## src/design/lpd_pkg.sv

```systemverilog
// Shared types, codes and reset values for the length-prefix deframer.
`default_nettype none

package lpd_pkg;

  localparam int unsigned LPD_FIFO_DEPTH = 4;
  localparam int unsigned HDR_BYTES = 2;

  localparam int unsigned CFG_INDEX_W = 2;
  localparam int unsigned CFG_DATA_W = 17;

  localparam logic [CFG_INDEX_W-1:0] CFG_BYTE_ORDER = 2'd0;
  localparam logic [CFG_INDEX_W-1:0] CFG_CALLER_LIMIT = 2'd1;
  localparam logic [CFG_INDEX_W-1:0] CFG_BUFFER_CAPACITY = 2'd2;

  localparam logic RST_BYTE_ORDER = 1'b0;
  localparam logic [15:0] RST_CALLER_LIMIT = 16'd4096;
  localparam logic [16:0] RST_BUFFER_CAPACITY = 17'd8192;

  localparam logic REQ_BYTE = 1'b0;
  localparam logic REQ_RESTART = 1'b1;

  localparam logic ORDER_BIG = 1'b0;

  localparam logic [1:0] ERR_NONE = 2'd0;
  localparam logic [1:0] ERR_SHORT = 2'd1;
  localparam logic [1:0] ERR_CAPACITY = 2'd2;
  localparam logic [1:0] ERR_LIMIT = 2'd3;

  typedef struct packed {
    logic [7:0] out_byte;
    logic       frame_first;
    logic       frame_last;
    logic [1:0] error_code;
  } result_t;

  // Results written into the output queue in one cycle (zero, one or two).
  typedef struct packed {
    logic [1:0] cnt;
    result_t    r0;
    result_t    r1;
  } push_t;

endpackage : lpd_pkg

`default_nettype wire

```

## src/design/lpd_ifs.sv

```systemverilog
// Valid/ready channel interfaces for the deframer input and result streams.
`default_nettype none

interface lpd_in_if;
  logic       valid;
  logic       ready;
  logic       req_type;
  logic [7:0] rx_byte;

  modport source (output valid, output req_type, output rx_byte, input ready);
  modport sink (input valid, input req_type, input rx_byte, output ready);
endinterface : lpd_in_if

interface lpd_out_if;
  logic       valid;
  logic       ready;
  logic [7:0] out_byte;
  logic       frame_first;
  logic       frame_last;
  logic [1:0] error_code;

  modport source (output valid, output out_byte, output frame_first, output frame_last,
                  output error_code, input ready);
  modport sink (input valid, input out_byte, input frame_first, input frame_last,
                input error_code, output ready);
endinterface : lpd_out_if

`default_nettype wire

```

## src/design/length_prefix_deframer_unit.sv

```systemverilog
// Top level of the length-prefix deframer: header check, frame tracking and output queue.
//
// The block cuts a received byte stream into frames. Every frame opens with a
// 16-bit length that counts its two header bytes; the byte order of that header
// is set by the byte_order register. Input transactions on in_ch carry either a
// stream byte or a restart request. The first header byte gives no result, the
// second gives both header bytes (or one error result), and each body byte gives
// one result, with frame_last on the final byte of the frame.
// After an error, bytes are dropped until a restart transaction arrives.
// Results of an input transaction appear on out_ch from the next cycle on; the
// byte path takes one input transaction per cycle while in_ch.ready is high, and
// the two results of a header drain from a four-entry result queue.
// in_ch.ready is low only when that queue could not hold two more results, which
// happens only when the receiver on out_ch stalls; no result is ever dropped.
// Configuration writes on cfg_* take effect at the next clock edge; the user does them
// only while the block is idle; it does not check this. A synchronous reset (rst_n
// low) empties the queue, returns to header hunting and loads the register reset values.
`default_nettype none

module length_prefix_deframer_unit
  import lpd_pkg::*;
#(
  parameter int unsigned FIFO_DEPTH = LPD_FIFO_DEPTH
) (
  input  wire logic                   clk,
  input  wire logic                   rst_n,
  lpd_in_if.sink                      in_ch,
  lpd_out_if.source                   out_ch,
  input  wire logic                   cfg_we,
  input  wire logic [CFG_INDEX_W-1:0] cfg_index,
  input  wire logic [CFG_DATA_W-1:0]  cfg_data
);

  typedef enum logic [1:0] {
    PH_HUNT1,
    PH_HUNT2,
    PH_BODY,
    PH_ERROR
  } phase_t;

  phase_t      phase_r, phase_nxt;
  logic [7:0]  held_r, held_nxt;
  logic [15:0] remaining_r, remaining_nxt;

  logic        byte_order_r;
  logic [15:0] caller_limit_r;
  logic [16:0] buffer_capacity_r;

  logic        accept;
  logic        room_for_two;
  logic [15:0] frame_len;
  logic [17:0] len_plus_hdr;
  logic [1:0]  hdr_err;
  logic [15:0] body_left;
  logic [15:0] rem_dec;
  push_t       push;
  result_t     head;

  assign accept = in_ch.valid && in_ch.ready;
  assign in_ch.ready = room_for_two;

  // Configuration registers.
  always_ff @(posedge clk) begin
    if (!rst_n) begin
      byte_order_r      <= RST_BYTE_ORDER;
      caller_limit_r    <= RST_CALLER_LIMIT;
      buffer_capacity_r <= RST_BUFFER_CAPACITY;
    end else if (cfg_we) begin
      case (cfg_index)
        CFG_BYTE_ORDER:      byte_order_r      <= cfg_data[0];
        CFG_CALLER_LIMIT:    caller_limit_r    <= cfg_data[15:0];
        CFG_BUFFER_CAPACITY: buffer_capacity_r <= cfg_data;
        default: begin
        end
      endcase
    end
  end

  // Header length and its checks; the lowest failing code wins.
  assign frame_len = (byte_order_r == ORDER_BIG) ? {held_r, in_ch.rx_byte}
                                                 : {in_ch.rx_byte, held_r};
  assign len_plus_hdr = {2'b00, frame_len} + 18'(HDR_BYTES);
  assign body_left = frame_len - 16'(HDR_BYTES);
  assign rem_dec = (remaining_r != 16'd0) ? remaining_r - 16'd1 : remaining_r;

  always_comb begin
    if (frame_len < 16'(HDR_BYTES)) begin
      hdr_err = ERR_SHORT;
    end else if (len_plus_hdr > {1'b0, buffer_capacity_r}) begin
      hdr_err = ERR_CAPACITY;
    end else if (frame_len >= caller_limit_r) begin
      hdr_err = ERR_LIMIT;
    end else begin
      hdr_err = ERR_NONE;
    end
  end

  always_comb begin
    phase_nxt     = phase_r;
    held_nxt      = held_r;
    remaining_nxt = remaining_r;
    push          = '0;
    if (accept) begin
      if (in_ch.req_type == REQ_RESTART) begin
        phase_nxt     = PH_HUNT1;
        held_nxt      = 8'd0;
        remaining_nxt = 16'd0;
      end else begin
        case (phase_r)
          PH_HUNT1: begin
            held_nxt  = in_ch.rx_byte;
            phase_nxt = PH_HUNT2;
          end
          PH_HUNT2: begin
            if (hdr_err != ERR_NONE) begin
              push.cnt           = 2'd1;
              push.r0.error_code = hdr_err;
              phase_nxt          = PH_ERROR;
              remaining_nxt      = 16'd0;
            end else begin
              push.cnt            = 2'd2;
              push.r0.out_byte    = held_r;
              push.r0.frame_first = 1'b1;
              push.r1.out_byte    = in_ch.rx_byte;
              push.r1.frame_last  = (body_left == 16'd0);
              remaining_nxt       = body_left;
              phase_nxt           = (body_left == 16'd0) ? PH_HUNT1 : PH_BODY;
            end
          end
          PH_BODY: begin
            push.cnt           = 2'd1;
            push.r0.out_byte   = in_ch.rx_byte;
            push.r0.frame_last = (rem_dec == 16'd0);
            remaining_nxt      = rem_dec;
            if (rem_dec == 16'd0) begin
              phase_nxt = PH_HUNT1;
            end
          end
          default: begin
            // Error discard: bytes are dropped until a restart.
          end
        endcase
      end
    end
  end

  always_ff @(posedge clk) begin
    if (!rst_n) begin
      phase_r     <= PH_HUNT1;
      held_r      <= 8'd0;
      remaining_r <= 16'd0;
    end else begin
      phase_r     <= phase_nxt;
      held_r      <= held_nxt;
      remaining_r <= remaining_nxt;
    end
  end

  lpd_result_fifo #(
    .DEPTH (FIFO_DEPTH)
  ) u_fifo (
    .clk          (clk),
    .rst_n        (rst_n),
    .push         (push),
    .room_for_two (room_for_two),
    .pop_valid    (out_ch.valid),
    .pop_ready    (out_ch.ready),
    .pop_data     (head)
  );

  assign out_ch.out_byte    = head.out_byte;
  assign out_ch.frame_first = head.frame_first;
  assign out_ch.frame_last  = head.frame_last;
  assign out_ch.error_code  = head.error_code;

endmodule : length_prefix_deframer_unit

`default_nettype wire

```

## src/design/lpd_result_fifo.sv

```systemverilog
// Small result queue that takes up to two results per cycle and gives one.
`default_nettype none

module lpd_result_fifo
  import lpd_pkg::*;
#(
  parameter int unsigned DEPTH = LPD_FIFO_DEPTH
) (
  input  wire logic    clk,
  input  wire logic    rst_n,
  input  wire push_t   push,
  output logic         room_for_two,
  output logic         pop_valid,
  input  wire logic    pop_ready,
  output result_t      pop_data
);

  localparam int unsigned PW = (DEPTH > 1) ? $clog2(DEPTH) : 1;
  localparam int unsigned CW = $clog2(DEPTH + 1);
  localparam logic [PW-1:0] LAST_IDX = PW'(DEPTH - 1);
  localparam logic [CW-1:0] ROOM_MAX = CW'(DEPTH - 2);

  result_t mem [DEPTH];

  logic [PW-1:0] wr_ptr_r, wr_ptr_nxt, wr_ptr_p1;
  logic [PW-1:0] rd_ptr_r, rd_ptr_nxt;
  logic [CW-1:0] count_r, count_nxt;
  logic          pop;

  function automatic logic [PW-1:0] ptr_inc(input logic [PW-1:0] p);
    ptr_inc = (p == LAST_IDX) ? '0 : p + PW'(1);
  endfunction

  assign pop          = pop_valid && pop_ready;
  assign pop_valid    = (count_r != '0);
  assign room_for_two = (count_r <= ROOM_MAX);
  assign wr_ptr_p1    = ptr_inc(wr_ptr_r);

  always_comb begin
    wr_ptr_nxt = wr_ptr_r;
    if (push.cnt == 2'd1) begin
      wr_ptr_nxt = wr_ptr_p1;
    end else if (push.cnt == 2'd2) begin
      wr_ptr_nxt = ptr_inc(wr_ptr_p1);
    end
    rd_ptr_nxt = pop ? ptr_inc(rd_ptr_r) : rd_ptr_r;
    count_nxt  = count_r + CW'(push.cnt) - CW'(pop);
  end

  always_ff @(posedge clk) begin
    if (!rst_n) begin
      wr_ptr_r <= '0;
      rd_ptr_r <= '0;
      count_r  <= '0;
    end else begin
      wr_ptr_r <= wr_ptr_nxt;
      rd_ptr_r <= rd_ptr_nxt;
      count_r  <= count_nxt;
    end
  end

  always_ff @(posedge clk) begin
    if (push.cnt != 2'd0) begin
      mem[wr_ptr_r] <= push.r0;
    end
    if (push.cnt == 2'd2) begin
      mem[wr_ptr_p1] <= push.r1;
    end
  end

  assign pop_data = mem[rd_ptr_r];

endmodule : lpd_result_fifo

`default_nettype wire

```

## src/flat_wrapper.sv

```systemverilog
// flat-port wrapper written by rule: the top's interface ports become plain ports
module length_prefix_deframer_unit_flat import lpd_pkg::*;
#(
  parameter int unsigned FIFO_DEPTH = LPD_FIFO_DEPTH
)
  (clk, rst_n, cfg_we, cfg_index, cfg_data, in_ch_valid, in_ch_req_type, in_ch_rx_byte, in_ch_ready, out_ch_valid, out_ch_out_byte, out_ch_frame_first, out_ch_frame_last, out_ch_error_code, out_ch_ready);
  lpd_in_if in_ch_i ();
  lpd_out_if out_ch_i ();
  input  wire logic clk;
  input  wire logic rst_n;
  input  wire logic cfg_we;
  input  wire logic [CFG_INDEX_W-1:0] cfg_index;
  input  wire logic [CFG_DATA_W-1:0] cfg_data;
  input wire logic [$bits(in_ch_i.valid)-1:0] in_ch_valid;
  input wire logic [$bits(in_ch_i.req_type)-1:0] in_ch_req_type;
  input wire logic [$bits(in_ch_i.rx_byte)-1:0] in_ch_rx_byte;
  output wire logic [$bits(in_ch_i.ready)-1:0] in_ch_ready;
  output wire logic [$bits(out_ch_i.valid)-1:0] out_ch_valid;
  output wire logic [$bits(out_ch_i.out_byte)-1:0] out_ch_out_byte;
  output wire logic [$bits(out_ch_i.frame_first)-1:0] out_ch_frame_first;
  output wire logic [$bits(out_ch_i.frame_last)-1:0] out_ch_frame_last;
  output wire logic [$bits(out_ch_i.error_code)-1:0] out_ch_error_code;
  input wire logic [$bits(out_ch_i.ready)-1:0] out_ch_ready;
  assign in_ch_i.valid = in_ch_valid;
  assign in_ch_i.req_type = in_ch_req_type;
  assign in_ch_i.rx_byte = in_ch_rx_byte;
  assign in_ch_ready = in_ch_i.ready;
  assign out_ch_valid = out_ch_i.valid;
  assign out_ch_out_byte = out_ch_i.out_byte;
  assign out_ch_frame_first = out_ch_i.frame_first;
  assign out_ch_frame_last = out_ch_i.frame_last;
  assign out_ch_error_code = out_ch_i.error_code;
  assign out_ch_i.ready = out_ch_ready;
  length_prefix_deframer_unit #(.FIFO_DEPTH(FIFO_DEPTH)) u_core (.clk(clk), .rst_n(rst_n), .in_ch(in_ch_i), .out_ch(out_ch_i), .cfg_we(cfg_we), .cfg_index(cfg_index), .cfg_data(cfg_data));
endmodule
```

## config.mk

```make
export PLATFORM = sky130hd
export DESIGN_NAME = length_prefix_deframer_unit_flat
export DESIGN_NICKNAME = d
export VERILOG_FILES = /design/src/design/lpd_pkg.sv /design/src/design/lpd_ifs.sv /design/src/design/length_prefix_deframer_unit.sv /design/src/design/lpd_result_fifo.sv /design/src/flat_wrapper.sv
export SDC_FILE = /design/constraint.sdc
export NUM_CORES = 1
export LEC_CHECK = 0
export BUFFER_PORTS_ARGS = -buffer_cell sky130_fd_sc_hd__buf_2
export CAP_MARGIN = 20
export CORE_MARGIN = 1
export CORE_UTILIZATION = 45
export DETAILED_ROUTE_END_ITERATION = 7
export PLACE_DENSITY_LB_ADDON = 0.2
export RECOVER_POWER = 100
export SLEW_MARGIN = 20
export SYNTH_ARGS = -nofsm -noshare
export SYNTH_HDL_FRONTEND = slang
export SYNTH_SLANG_ARGS = --single-unit
```

## constraint.sdc

```tcl
create_clock -name clk -period 6.3 [get_ports clk]
set_input_delay 0.315 -clock clk [delete_from_list [all_inputs] [get_ports clk]]
set_output_delay 0.315 -clock clk [all_outputs]
set_load 0.02 [all_outputs]
```

==> results of run 1 <==
-- timing repair --
action | CTS | global route
endpoints found under the hold margin | 0 | 0
setup endpoints to repair | 0 | 24
gates resized for setup | 0 | 2
-- flip-flops by register name, summed over array words and instances (netlist names), named ones only --
name,count
u_core.held_r,8
u_core.u_fifo.rd_ptr_r,2
u_core.u_fifo.mem,48
u_core.u_fifo.wr_ptr_r,2
u_core.buffer_capacity_r,17
u_core.byte_order_r,1
u_core.caller_limit_r,16
u_core.remaining_r,16
u_core.u_fifo.count_r,3
u_core.phase_r,2
-- per-stage QoR --
stage	power, uW	worst slack, ns
2_1_floorplan	1300	1.05
3_3_place_gp	1450	0.509
3_5_place_dp	1460	0.365
4_1_cts	2490	0.317
5_1_grt	2580	0.0219
6_report	2470	0.434
-- cell families (layout without fill, tap and decap cells) --
| family | count (synthesis) | in the layout | share of synthesized area [%] |
|---|---|---|---|
| AOI/OAI and AO/OA | 210 | 210 | 18.9 |
| xor gates and xnor gates | 33 | 33 | 3.57 |
| adders and majority gates | 54 | 54 | 8.44 |
| buffers and inverters | 121 | 155 | 6.21 |
| DFF | 117 | 117 | 33.4 |
| muxes | 34 | 34 | 6.52 |
| and+or+nand+nor | 345 | 345 | 23.0 |
-- worst min path at each step --
stage | startpoint | to | cells past startpoint
finish | cfg_data[12] | u_core.caller_limit_r[12]$_SDFFE_PN1P_ | 3
global route | cfg_data[11] | u_core.caller_limit_r[11]$_SDFFE_PN0P_ | 3
CTS | cfg_data[12] | u_core.caller_limit_r[12]$_SDFFE_PN1P_ | 3
detailed placement | u_core.u_fifo.mem[2][1]$_SDFFE_PP0N_ | u_core.u_fifo.mem[2][1]$_SDFFE_PP0N_ | 2
global placement | u_core.u_fifo.mem[2][1]$_SDFFE_PP0N_ | u_core.u_fifo.mem[2][1]$_SDFFE_PP0N_ | 2
floorplan | u_core.u_fifo.mem[2][1]$_SDFFE_PP0N_ | u_core.u_fifo.mem[2][1]$_SDFFE_PP0N_ | 2
-- layout make-up --
type                            instances  share of cell area, %
Sequential cell                       117                   29.9
Inverter                               65                   2.70
Timing Repair Buffer                   58                   3.34
Clock inverter                         15                   2.13
Tap cell                              225                   3.11
Clock buffer                           17                   4.71
Multi-Input combinational cell        676                   54.1
-- layer usage --
layer  global-route usage [%]  up-vias  part of all wire (%)
met5                        0        -                     0
met4                     8.46        0                   2.3
met3                     4.70       35                   4.3
met2                     42.3      170                    49
met1                     29.7     3240                    44
li1                         -     3332                     -
-- layout by cell type, fill, tap and decap left out, types with 13 or more instances in the layout --
| cell | n |
|---|---|
| clkbuf_1 | 15 |
| nor3b_1 | 13 |
| clkbuf_16 | 17 |
| inv_1 | 63 |
| nand2_1 | 130 |
| xnor2_1 | 30 |
| dfxtp_1 | 80 |
| a22o_1 | 34 |
| nand3_1 | 19 |
| buf_2 | 31 |
| edfxtp_1 | 36 |
| nor3_1 | 21 |
| a21oi_1 | 32 |
| nor2b_1 | 16 |
| o21ai_0 | 30 |
| mux2i_1 | 14 |
| ha_1 | 53 |
| a21boi_0 | 36 |
| nor2_1 | 57 |
-- report_power, final --
group	switching, uW	internal (uW)	total, uW
registers	53.2	807	860
clock network	401	631	1030
logic	356	224	581
-- worst max-delay path, cell delays in order, from the launching register on --
cell and delay [ns]:
dfxtp_2 0.50, buf_4 0.26, mux2i_1 0.09, buf_4 0.17
nor4_2 0.46, nand2_1 0.17, nor3_1 0.25, xor2_1 0.17
ha_1 0.24, nand3_1 0.12, nor2_1 0.07, or4_4 0.52
nor4_2 0.29, o21a_2 0.43, nand2_4 0.18, a21oi_1 0.21
or2_2 0.16, ha_1 0.38, nand2_1 0.24, nand2b_1 0.28
o22ai_4 0.16, a22o_1 0.26
==> flow_metrics.py, run 1 <==
metrics = {
    "run_status": {
        "status": "complete, but fails checks",
        "violations": "max-capacitance violations, max-slew violations",
    },
    "sta": {
        "max_freq_mhz": 170,
        "max_slew_margin_pct": -3.69,
        "final-setup-viol-count": 0,
        "tightest_slew_ns": 1.54,
        "hold_slack_ns": 0.124,
        "setup_tns_ns": 0,
        "fin_skew_ns": 0.00870,
        "rsz0062_at_grt": "no",
        "fin_crit_sh_pct": 93.1,
        "finalMaxSlewViolations": 17,
        "fin_crit_ns": 5.87,
        "hold_viol_final": 0,
    },
    "layout": {
        "fillers": 1684,
        "antenna_cells": 0,
        "design_area_sq_um": 9040,
        "final_util_pct": 51.9,
        "finalNonFillerCells": 1173,
        "area_growth_syn_to_layout_pct": 11.7,
        "fin_nets": 1022,
        "drive_gt1_share_pct": 13.7,
        "seq_area_sq_um": 2700,
        "multiInputGateArea_sq_um": 4890,
    },
    "clock_network": {
        "clock_sinks": 117,
        "clkSlewWorstSetupHoldPaths_ns": 0.06,
        "cts_root_buf": "clkbuf_16",
        "clock_latency_ns": 0.43,
        "clock_path_buffers": 2,
        "postCtsSetupRepairBufs": 0,
        "cts_tree": "yes",
        "h-tree-depth": 4,
        "hold_buffers": 0,
        "cts_buffers": 17,
    },
    "power": {
        "p_leak_uw": 0.00344,
        "power_density_nw_per_um2": 273,
        "vdd_drop_max_v": 0.000194,
    },
    "logic_synthesis": {
        "ys_seq_elements": 117,
        "synth_top_area_cell": "dfxtp_1",
        "ys_seq_area_share_pct": 33.4,
        "synthFlopType": "dfxtp_1",
        "async_flop_share_pct": 0,
        "synthTopCellsByArea": "dfxtp_1 20%, edfxtp_1 13%, ha_1 8.2%",
        "synth_edf_count": 36,
        "ys_types": 85,
        "syn_nets": 1001,
        "synth_most_common_cell": "nand2_1",
        "yosysTopAreaCellShare_pct": 20.0,
        "syn_area_per_cell_sq_um": 8.86,
        "synth_commonest_cells": "130 x nand2_1, 81 x dfxtp_1, 63 x inv_1, 57 x nor2_1, 53 x ha_1",
        "syn-cell-area_sq_um": 8090,
        "synth_cells": 914,
        "synth_warnings": 0,
    },
    "route": {
        "wl_per_cell_um": 18.2,
        "via_count": 6777,
        "drt_first_pass_iters": 5,
        "ant_nets": 0,
        "drtIter0Drc": 432,
        "routed_wl_um": 21400,
        "remaining_drc_errors": 0,
        "vias_per_cell": 5.78,
    },
    "worst_setup_path": {
        "end_kind": "register",
        "cp_max_fo": 14,
        "critical_path_class": "reg2reg",
        "start_kind": "register",
        "worstRegToRegCells": 21,
        "endpoint": "u_core.u_fifo.mem[1][10]$_DFFE_PP_",
        "r2r_end": "u_core.u_fifo.mem[1][10]$_DFFE_PP_",
        "r2r_slack_ns": 0.43,
        "required_ns": 6.48,
        "r2r-start": "u_core.byte_order_r$_SDFFE_PN0P_",
        "critPathLaunch": "u_core.byte_order_r$_SDFFE_PN0P_",
        "arrival_ns": 6.05,
    },
    "die": {
        "core.rowCount": 48,
        "die_h_um": 136,
        "die_x_um": 136,
        "start_util_pct": 46.5,
        "die_area_sq_um": 18500,
        "core_sq_um": 17400,
        "ios": 47,
    },
    "hold_path": {
        "hold_path_class": "in2reg",
    },
    "grt": {
        "grt.overflow.total": 0,
        "grt_first_pass_wirelength_um": 34600,
        "grt_usage_pct": 24.3,
        "antenna_found_initial": 0,
        "grt_pass1_vias": 6690,
        "grt_max_degree": 66,
    },
    "run": {
        "cap_violations": 1,
    },
    "placement": {
        "dpl.cell_count": 1141,
        "gp_congestion": 0.912,
        "port_buffers": 46,
        "dp_hpwl_um": 15900,
        "place_area_sq_um": 8440,
    },
}
Power figures use the tool's default switching activity.
==> run 2: changes to the inputs <==
- BUFFER_PORTS_ARGS: -buffer_cell sky130_fd_sc_hd__buf_2 -> -buffer_cell sky130_fd_sc_hd__buf_4
- CELL_PAD_IN_SITES_DETAIL_PLACEMENT: unset -> 0
- CELL_PAD_IN_SITES_GLOBAL_PLACEMENT: unset -> 1
- CORE_UTILIZATION: 45 -> 48
==> flow_metrics.py, run 2 (synthesis gave the netlist of run 1 again) <==
metrics = {
    "layout": {
        "drive_gt1_share_pct": 13.4,
        "area_growth_syn_to_layout_pct": 12.3,
        "reg_top3": "u_core.u_fifo.mem (48), u_core.buffer_capacity_r (17)",
        "layout_commonest_cell": "nand2_1",
        "fin_nets": 1021,
        "final_cell_mix": "130 x nand2_1, 80 x dfxtp_1, 63 x inv_1",
        "finalNonFillerCells": 1167,
        "antenna_cells": 0,
        "largest_register_ffs": 48,
        "top_register": "u_core.u_fifo.mem",
        "fillers": 1496,
    },
    "clock_network": {
        "cts_buffers": 17,
        "clock_path_buffers": 2,
        "hold_buffers": 0,
        "cts_root_buf": "clkbuf_16",
        "clock_latency_ns": 0.43,
        "postCtsSetupRepairBufs": 0,
        "cts_tree": "yes",
        "clock_sinks": 117,
        "h-tree-depth": 4,
        "clkSlewWorstSetupHoldPaths_ns": 0.06,
    },
    "route": {
        "via_count": 6694,
        "remaining_drc_errors": 0,
        "vias_per_cell": 5.74,
        "wl_per_cell_um": 17.5,
        "routed_wl_um": 20400,
        "drt_first_pass_iters": 5,
        "drtIter0Drc": 468,
        "ant_nets": 0,
    },
    "sta": {
        "rsz0062_at_grt": "no",
        "tightest_slew_ns": 0.950,
        "fin_skew_ns": 0.0146,
        "fin_crit_ns": 5.75,
        "hold_viol_final": 0,
        "finalMaxSlewViolations": 0,
        "max_slew_margin_pct": 36.3,
        "max_freq_mhz": 174,
        "final-setup-viol-count": 0,
        "setup_tns_ns": 0,
        "fin_crit_sh_pct": 91.3,
    },
    "placement": {
        "port_buffers": 46,
        "dp_hpwl_um": 15500,
        "dpl.cell_count": 1134,
        "gp_congestion": 0.952,
    },
    "die": {
        "core_sq_um": 16500,
        "die_h_um": 132,
        "die_area_sq_um": 17400,
        "ios": 47,
        "core.rowCount": 47,
        "die_x_um": 132,
        "start_util_pct": 49.0,
    },
    "power": {
        "pwr-share-clk_pct": 40.8,
        "p_leak_uw": 0.00344,
        "sw_frac_of_total_pct": 31.9,
        "p_switching_uw": 779,
        "comb_power_share_pct": 24.2,
        "vdd_drop_max_v": 0.000191,
        "p_int_uw": 1660,
        "power_density_nw_per_um2": 268,
        "power_frac_seq_pct": 35.1,
    },
    "grt": {
        "grt_pass1_vias": 6556,
        "antenna_found_initial": 0,
        "grt_usage_pct": 24.7,
        "grt.overflow.total": 0,
        "grt_max_degree": 66,
        "grt_first_pass_wirelength_um": 34100,
    },
    "run": {
        "cap_violations": 0,
    },
    "run_status": {
        "status": "completed",
    },
    "worst_setup_path": {
        "critical_path_class": "reg2reg",
        "start_kind": "register",
        "required_ns": 6.48,
        "arrival_ns": 5.93,
        "end_kind": "register",
        "cp_max_fo": 14,
    },
    "hold_path": {
        "hold_path_class": "in2reg",
    },
}
==> run 2: changes by cell type in the layout (fill, tap and decap cells not counted), moves of 2 or more <==
cell	before	now
and2_0	5	10
buf_4	12	41
buf_2	31	0
clkinv_2	0	2
and2_1	10	5
inv_8	2	0
==> run 2: per-stage QoR <==
| step | hold slack, ns | worst slack [ns] | power, uW | instance area (sq um) | util [%] |
|---|---|---|---|---|---|
| after floorplan | 0.429 | 1.05 | 1300 | 8090 | - |
| after detailed placement | 0.458 | 0.132 | 1470 | 8540 | 51.7 |
| final | 0.127 | 0.548 | 2440 | 9090 | 55.0 |
| after global routing | 0.145 | 0.0191 | 2560 | 9090 | 55.0 |
| after CTS | 0.118 | 0.0838 | 2470 | 9140 | 55.3 |
| after global placement | 0.444 | 0.416 | 1460 | 8540 | 51.7 |
==> run 2: worst paths after layout <==
check / start / to / slack, ns / depth (start not counted)
min reg2reg: u_core.caller_limit_r[3]$_SDFFE_PN0P_ / u_core.caller_limit_r[3]$_SDFFE_PN0P_ / 0.46 / 2
max reg2reg: u_core.held_r[2]$_SDFFE_PN0P_ / u_core.u_fifo.mem[0][11]$_DFFE_PP_ / 0.55 / 20
min: cfg_data[12] / u_core.caller_limit_r[12]$_SDFFE_PN1P_ / 0.13 / 3
max: u_core.held_r[2]$_SDFFE_PN0P_ / u_core.u_fifo.mem[0][11]$_DFFE_PP_ / 0.55 / 20
==> run 2: timing repair <==
item	CTS	global route
endpoints found under the hold margin	0	0
setup endpoints to repair	0	74
resized for setup	0	2
==> run 2: power groups by stage <==
stage	registers, uW	clock network [uW]	logic, uW
2_1_floorplan	839	0	461
3_3_place_gp	871	0	585
3_5_place_dp	872	0	597
4_1_cts	856	1010	601
5_1_grt	862	1040	657
6_report	856	994	589
==> run 2: metal layers <==
| metal | vias up | wire length, um | global-route usage (%) |
|---|---|---|---|
| met5 | - | 0 | 0 |
| met4 | 0 | 255 | 6.78 |
| met3 | 24 | 740 | 4.15 |
| met2 | 141 | 9880 | 41.6 |
| met1 | 3213 | 9520 | 32.6 |
| li1 | 3316 | - | - |
==> run 2: layout make-up <==
class / instances / area (sq um) / area share, %
clock buffers: 17 / 425 / 4.68
clock inverters: 15 / 179 / 1.97
inverters: 65 / 244 / 2.68
multi-input cells: 676 / 4890 / 53.8
flip-flops and latches: 117 / 2710 / 29.8
well taps: 220 / 275 / 3.03
repair buffers: 57 / 368 / 4.05
==> run 2: worst max-delay path, stage by stage, from the launching register on <==
cell,delay (ns)
dfxtp_1,0.60
mux2_1,0.29
nand2_1,0.10
nor4_2,0.34
nand2_1,0.17
nor3_1,0.25
xor2_1,0.19
ha_1,0.25
nand3_1,0.12
nor2_1,0.06
or4_4,0.52
nor4_2,0.32
o21a_2,0.42
nand2_4,0.17
a21oi_1,0.22
or2_2,0.16
ha_1,0.37
nand2_1,0.24
nand2b_1,0.26
o22ai_4,0.16
a22o_1,0.26
